### config.mk
export PLATFORM = sky130hd
export DESIGN_NAME = kmst_ctrl
export DESIGN_NICKNAME = d
export VERILOG_FILES = /design/src/hw/rtl/kmst_pkg.sv /design/src/hw/rtl/kmst_ctrl.sv
export SDC_FILE = /design/constraint.sdc
export NUM_CORES = 1
export LEC_CHECK = 0
export BUFFER_PORTS_ARGS = -buffer_cell sky130_fd_sc_hd__buf_2
export CAP_MARGIN = 0
export CORE_AREA = 4 4 41 43
export CTS_CLUSTER_DIAMETER = 60
export DETAILED_ROUTE_END_ITERATION = 10
export DIE_AREA = 0 0 45 47
export SYNTH_ARGS = -nofsm -noshare
export SYNTH_HDL_FRONTEND = slang
export SYNTH_SLANG_ARGS = --single-unit
export TNS_END_PERCENT = 1
### constraint.sdc
create_clock -name clock -period 1.7 [get_ports clock]
set_clock_uncertainty 0.05 [all_clocks]
set_input_delay 0.34 -clock clock [delete_from_list [all_inputs] [get_ports clock]]
set_output_delay 0.34 -clock clock [all_outputs]
set_load 0.02 [all_outputs]
### src/hw/rtl/kmst_pkg.sv
// ----------------------------------------------------------------------------
// kmst_pkg
// Shared types and constants of the spanning tree weight unit.
// ----------------------------------------------------------------------------
`default_nettype none
package kmst_pkg;

   localparam int MAX_EDGES    = 1024;
   localparam int EADDR_W      = $clog2(MAX_EDGES);
   localparam int ECNT_W       = EADDR_W + 1;
   localparam int MAX_VERTICES = 256;
   localparam int VADDR_W      = $clog2(MAX_VERTICES);
   localparam int VCNT_W       = VADDR_W + 1;
   localparam int WEIGHT_BITS  = 16;
   localparam int SUM_W        = 24;
   localparam int EDGE_W       = 2 * VADDR_W + WEIGHT_BITS;
   localparam int REQ_DATA_W   = 32;
   localparam int RSP_DATA_W   = 40;
   localparam logic [VCNT_W-1:0] VC_RESET = VCNT_W'(MAX_VERTICES);

   typedef enum logic [3:0] {
      ST_LOAD,
      ST_INIT,
      ST_CHECK,
      ST_SCAN,
      ST_PICK,
      ST_FA_RD,
      ST_FA_CHK,
      ST_FB_RD,
      ST_FB_CHK,
      ST_UNION,
      ST_DONE
   } state_type;

   typedef struct packed {
      logic accept;
      logic init_clr;
      logic init_wr;
      logic scan_clr;
      logic scan_run;
      logic pick;
      logic find_rd;
      logic fa_chk;
      logic fb_chk;
      logic take;
      logic finish;
   } cmd_type;

   typedef struct packed {
      logic init_done;
      logic scan_done;
      logic have_best;
      logic stop;
      logic skip;
      logic root_found;
      logic rsp_busy;
   } sts_type;

endpackage
`default_nettype wire

### src/hw/rtl/kmst_ctrl.sv
// ----------------------------------------------------------------------------
// kmst_ctrl
// Sequencer: load, parent init, min scans, root finds and union steps.
// ----------------------------------------------------------------------------
`default_nettype none
module kmst_ctrl (
   input  wire logic              clock,
   input  wire logic              reset,
   input  wire logic              req_tvalid,
   input  wire logic              req_tlast,
   output logic                   req_tready,
   input  wire kmst_pkg::sts_type sts,
   output kmst_pkg::cmd_type      cmd
);

   kmst_pkg::state_type state_ff, state_in;

   always_ff @(posedge clock) begin
      if (reset) begin
         state_ff <= kmst_pkg::ST_LOAD;
      end else begin
         state_ff <= state_in;
      end
   end

   always_comb begin
      state_in   = state_ff;
      cmd        = '0;
      req_tready = 1'b0;
      unique case (state_ff)
         kmst_pkg::ST_LOAD: begin
            req_tready = 1'b1;
            if (req_tvalid) begin
               cmd.accept = 1'b1;
               if (req_tlast) begin
                  cmd.init_clr = 1'b1;
                  state_in     = kmst_pkg::ST_INIT;
               end
            end
         end
         kmst_pkg::ST_INIT: begin
            cmd.init_wr = 1'b1;
            if (sts.init_done) state_in = kmst_pkg::ST_CHECK;
         end
         kmst_pkg::ST_CHECK: begin
            if (sts.stop) begin
               state_in = kmst_pkg::ST_DONE;
            end else begin
               cmd.scan_clr = 1'b1;
               state_in     = kmst_pkg::ST_SCAN;
            end
         end
         kmst_pkg::ST_SCAN: begin
            cmd.scan_run = 1'b1;
            if (sts.scan_done) begin
               state_in = sts.have_best ? kmst_pkg::ST_PICK : kmst_pkg::ST_DONE;
            end
         end
         kmst_pkg::ST_PICK: begin
            cmd.pick = 1'b1;
            state_in = sts.skip ? kmst_pkg::ST_CHECK : kmst_pkg::ST_FA_RD;
         end
         kmst_pkg::ST_FA_RD: begin
            cmd.find_rd = 1'b1;
            state_in    = kmst_pkg::ST_FA_CHK;
         end
         kmst_pkg::ST_FA_CHK: begin
            cmd.fa_chk = 1'b1;
            state_in   = sts.root_found ? kmst_pkg::ST_FB_RD : kmst_pkg::ST_FA_RD;
         end
         kmst_pkg::ST_FB_RD: begin
            cmd.find_rd = 1'b1;
            state_in    = kmst_pkg::ST_FB_CHK;
         end
         kmst_pkg::ST_FB_CHK: begin
            cmd.fb_chk = 1'b1;
            state_in   = sts.root_found ? kmst_pkg::ST_UNION : kmst_pkg::ST_FB_RD;
         end
         kmst_pkg::ST_UNION: begin
            cmd.take = 1'b1;
            state_in = kmst_pkg::ST_CHECK;
         end
         kmst_pkg::ST_DONE: begin
            if (!sts.rsp_busy) begin
               cmd.finish = 1'b1;
               state_in   = kmst_pkg::ST_LOAD;
            end
         end
         default: state_in = kmst_pkg::ST_LOAD;
      endcase
   end

endmodule
`default_nettype wire

=== Word level (Yosys, flattened, before mapping) ===
Index checks and enable logic that the tools add are counted.

* Bits in writable memories: 0
* Latch bits: 0
* Input bits: 11
* Logic and storage cells: 45
* Bits in registers: 4
* Output and inout bits: 12
* Memory bits (read-only): 0
* Memories kept: 0

* Div/mod/pow operators: 0
* $lt $le $gt $ge: 0
* Shifts and indexed selects: 0
* Mux-type cells: 26
* Bitwise gates (word level): 0
* Reductions and logical operators: 3
* $add $sub $neg: 0
* Equality and inequality tests: 15
* Multiply operators: 0

{| class="wikitable"
|+ Operator list
! operator !! count
|-
| 4-bit case mux with 11 select lines || 1
|-
| 4-bit two-way mux || 8
|-
| 4-bit by 3-bit == test with 1-bit output (second input constant) || 4
|-
| 1-bit two-way mux || 13
|-
| 4-bit == test (second input constant) || 3
|-
| 2-bit != test (second input constant) || 5
|-
| 4-bit by 2-bit == test with 1-bit output (second input constant) || 2
|-
| 2-bit two-way mux || 3
|-
| 5-bit AND reduction || 1
|-
| 4-bit by 1-bit == test with 1-bit output (second input constant) || 1
|-
| 4-bit zero test || 1
|-
| 3-bit two-way mux || 1
|-
| 2-bit OR reduction || 1
|}

=== Longest topological paths before layout ===
* Depth in word-level cells: 3
* Depth in mapped cells: 6

=== Worst setup path before layout ===
Ideal clock, no wire load.

* Path kind: register to output
* Start: reg state_ff[2]
* End: out cmd[10] in the netlist's numbering
* Stages on the path, launching flop included: 5
* Arrival: 1,576 ps
* Path slack: -266 ps
* Cells stage by stage: dfxtp_1 -> buf_2 -> or2_1 -> nor3_1 -> and2_1

{| class="wikitable"
|+ RTL lines
! element !! RTL line !! source
|-
| start: declaration || kmst_ctrl.sv:16 || <nowiki>kmst_pkg::state_type state_ff, state_in;</nowiki>
|-
| start signal: assignment || kmst_ctrl.sv:20 || <nowiki>state_ff <= kmst_pkg::ST_LOAD;</nowiki>
|-
| start signal: assignment || kmst_ctrl.sv:22 || <nowiki>state_ff <= state_in;</nowiki>
|-
| end: declaration || kmst_ctrl.sv:13 || <nowiki>output kmst_pkg::cmd_type cmd</nowiki>
|}

==> metrics.yaml <==
outcome:
  run_status: "completed"
sta:
  rsz0062_at_grt: "yes"
  timing.fmax_mhz: 599
  slew_limit_fails: 0
  worstMarginPinSlew_ns: 0.437
  number_of_hold_violations_in_the_final_report: 0
  final.period_utilization: 0.982
  setup_viol: 0
  whs_ns: 0.264
  finalWorstSetupSlack_ns: 0.0308
  final.min_clock_period_ns: 1.67
  timing.max_slew.rel_slack: 0.704
pwr:
  reported_leakage_power_uw: 0.000312
  vdd_drop_max_mv: 0.610
  cellPowerDensity_nw_per_um2: 1500
synthesis:
  postSynth.asyncResetShare: 0
  yosysWarningCount: 0
  synth_sequential_area_ratio: 0.176
  post_synth_inst_count: 71
  number_of_enable_type_register_cells_in_the_synthesized_netlist: 0
  postSynthNetCount: 82
  yosys_register_bits: 4
  yosys_most_used_dff: "sky130_fd_sc_hd__dfxtp_1"
  synthesized_area_per_cell_um2: 6.40
  syn_area_um2: 454
  synth_cell_types: 29
routing:
  drt-initial-drc-count: 10
  detailroute.via_count: 591
  drc_errors: 0
  first_pass_iters: 5
  routed_wl_mm: 1.41
  routed_wire_length_per_instance_um: 12.7
  viasPerCell: 5.32
  route.antenna.remaining_nets: 0
worst_setup_path:
  reg2reg_to: "state_ff[0]"
  worst_setup_path_start_kind: "flop"
  reg2reg_from: "state_ff[3]"
  rr_worst_depth: 5
  critical_path.endpoint_type: "primary output"
  critical_path.startpoint: "state_ff[0]"
  critical_path.max_stage_delay_ns: 0.37
  path_max_fanout: 10
  regToRegSetupSlack_ns: 0.11
  path_class: "reg2out"
  timing.critical_path.to: "cmd[10]"
  path_cells: "or2_4 > nor3_4 > and2_1 > buf_4"
  crit_slowest_cell: "sky130_fd_sc_hd__dfxtp_4"
  crit_required_ns: 1.31
  critPathArrivalTime_ns: 1.28
floorplanning:
  floorplan.die_area_um2: 2120
  rows: 13
  starting_utilization_of_the_core_area: 0.349
  fp.coreArea_um2: 1300
  die_width_um: 45
  die_h_um: 47
  boundaryPins: 23
worst_hold_path:
  path_category_of_the_worst_min_delay_check: "in2reg"
global_route:
  grt_first_pass_wirelength_mm: 2.23
  via_count_of_the_first_global_routing_pass: 521
  grt_ovf: 0
  grt_util_all_layers: 0.143
  grt_antenna_before_repair: 0
  grt_start_max_net_pins: 16
clock_network:
  h-tree-depth: 1
  cts.clk_slew.worst_paths_ns: 0.04
  clock_tree.buffer_depth: 2
  worstSkewPairLatency_ns: 0.23
  post-cts-setup-buffers: 0
  tritoncts: "yes"
  hold_buffers: 0
  cts_inserted_buffers: 3
  clock_sink_count: 4
  clockRootBuffer: "sky130_fd_sc_hd__clkbuf_4"
place:
  place_worst_setup_slack_ns: 0.0839
  total_placed_cells_including_tap_cells: 108
  gp_congestion: 0.765
  placed_area_um2: 604
  placement.io_buffers: 22
  hpwlAfterDp_mm: 1.05
flow_run:
  maxCapViolCount: 0
finish:
  layout.cells.most_common: "sky130_fd_sc_hd__buf_2"
  stdcell_count: 111
  layout_stage_area_growth_over_the_synthesis_result_pct: 48.5
  finalInstanceArea_um2: 674
  drive_above_1_share: 0.448
  leading_cell_types_in_the_layout_fill_and_taps_excluded: "sky130_fd_sc_hd__buf_2, sky130_fd_sc_hd__nor2_1, sky130_fd_sc_hd__buf_4"
  largest_register_ffs: 4
  design.final.nets: 109
  antenna_cells: 0
  largest_register_by_flop_count: "state_ff"
  largestRegisters: "state_ff (4)"
-- layer usage --
metal,GRT usage,routed length (um)
met1,0.184,652
met2,0.232,705
met3,0.0230,48
met4,0.0702,0
met5,0,0
-- cells in the mapped netlist (2+ instances only) --
| cell | n | area share |
|---|---|---|
| sky130_fd_sc_hd__nand2b_1 | 4 | 0.055 |
| sky130_fd_sc_hd__a21oi_1 | 7 | 0.077 |
| sky130_fd_sc_hd__nand2_1 | 6 | 0.050 |
| sky130_fd_sc_hd__clkbuf_1 | 3 | 0.025 |
| sky130_fd_sc_hd__nor3b_1 | 2 | 0.033 |
| sky130_fd_sc_hd__o22ai_1 | 2 | 0.028 |
| sky130_fd_sc_hd__o21ai_0 | 2 | 0.022 |
| sky130_fd_sc_hd__a31oi_1 | 2 | 0.028 |
| sky130_fd_sc_hd__nor3_1 | 7 | 0.077 |
| sky130_fd_sc_hd__a32oi_1 | 2 | 0.039 |
| sky130_fd_sc_hd__nor2_1 | 9 | 0.074 |
| sky130_fd_sc_hd__inv_1 | 5 | 0.041 |
| sky130_fd_sc_hd__dfxtp_1 | 4 | 0.18 |
-- worst min-delay path by stage --
stage / start / endpoint / slack [ns] / cells past startpoint
after floorplan: reset / state_ff[0] / 0.36 / 1
after global placement: state_ff[1] / state_ff[1] / 0.49 / 2
after detailed placement: state_ff[1] / state_ff[1] / 0.49 / 2
after CTS: reset / state_ff[3] / 0.25 / 2
after global routing: reset / state_ff[1] / 0.27 / 2
final: reset / state_ff[1] / 0.26 / 2
-- cell type report --
type | instances | area [um2]
Clock buffer | 3 | 22.5
Timing Repair Buffer | 28 | 166
Inverter | 5 | 18.8
Tap cell | 15 | 18.8
Fill cell | 141 | 627
Multi-Input combinational cell | 56 | 360
Sequential cell | 4 | 87.6
-- what timing repair did --
item                                    in CTS  in global routing
resized for setup                            6                 11
endpoints found under the setup margin       7                  9
hold endpoints to repair                     0                  0
-- worst max-delay path, delay by kind of cell (launching register included) --
kind,cells,cell delay [ns]
simple gates,3,0.54
flops,1,0.37
buf+inv,1,0.14
-- power by group --
group	leakage (uW)	switching, uW	total [uW]	internal [uW]
clock	0.0000138	38.7	118	79.0
combinational	0.000264	384	707	323
sequential	0.0000347	56.8	188	131
total	0.000312	479	1010	533
-- cell families after synthesis --
| logic type | count (synthesis) | share of synthesized area |
|---|---|---|
| and+or+nand+nor | 33 | 0.358 |
| DFF | 4 | 0.176 |
| xor gates and xnor gates | 1 | 0.0193 |
| buffers and inverters | 11 | 0.118 |
| muxes | 1 | 0.0220 |
| AOI/OAI and AO/OA | 21 | 0.306 |
-- through the flow --
stage	TNS, ns	power [uW]	util
6_report	0	1010	0.518
5_1_grt	-0.0448	1100	0.518
4_1_cts	-0.0277	947	0.489
3_5_place_dp	0	793	0.464
3_3_place_gp	0	785	0.464
2_1_floorplan	-0.0603	611	-
Power figures use the tool's default switching activity.
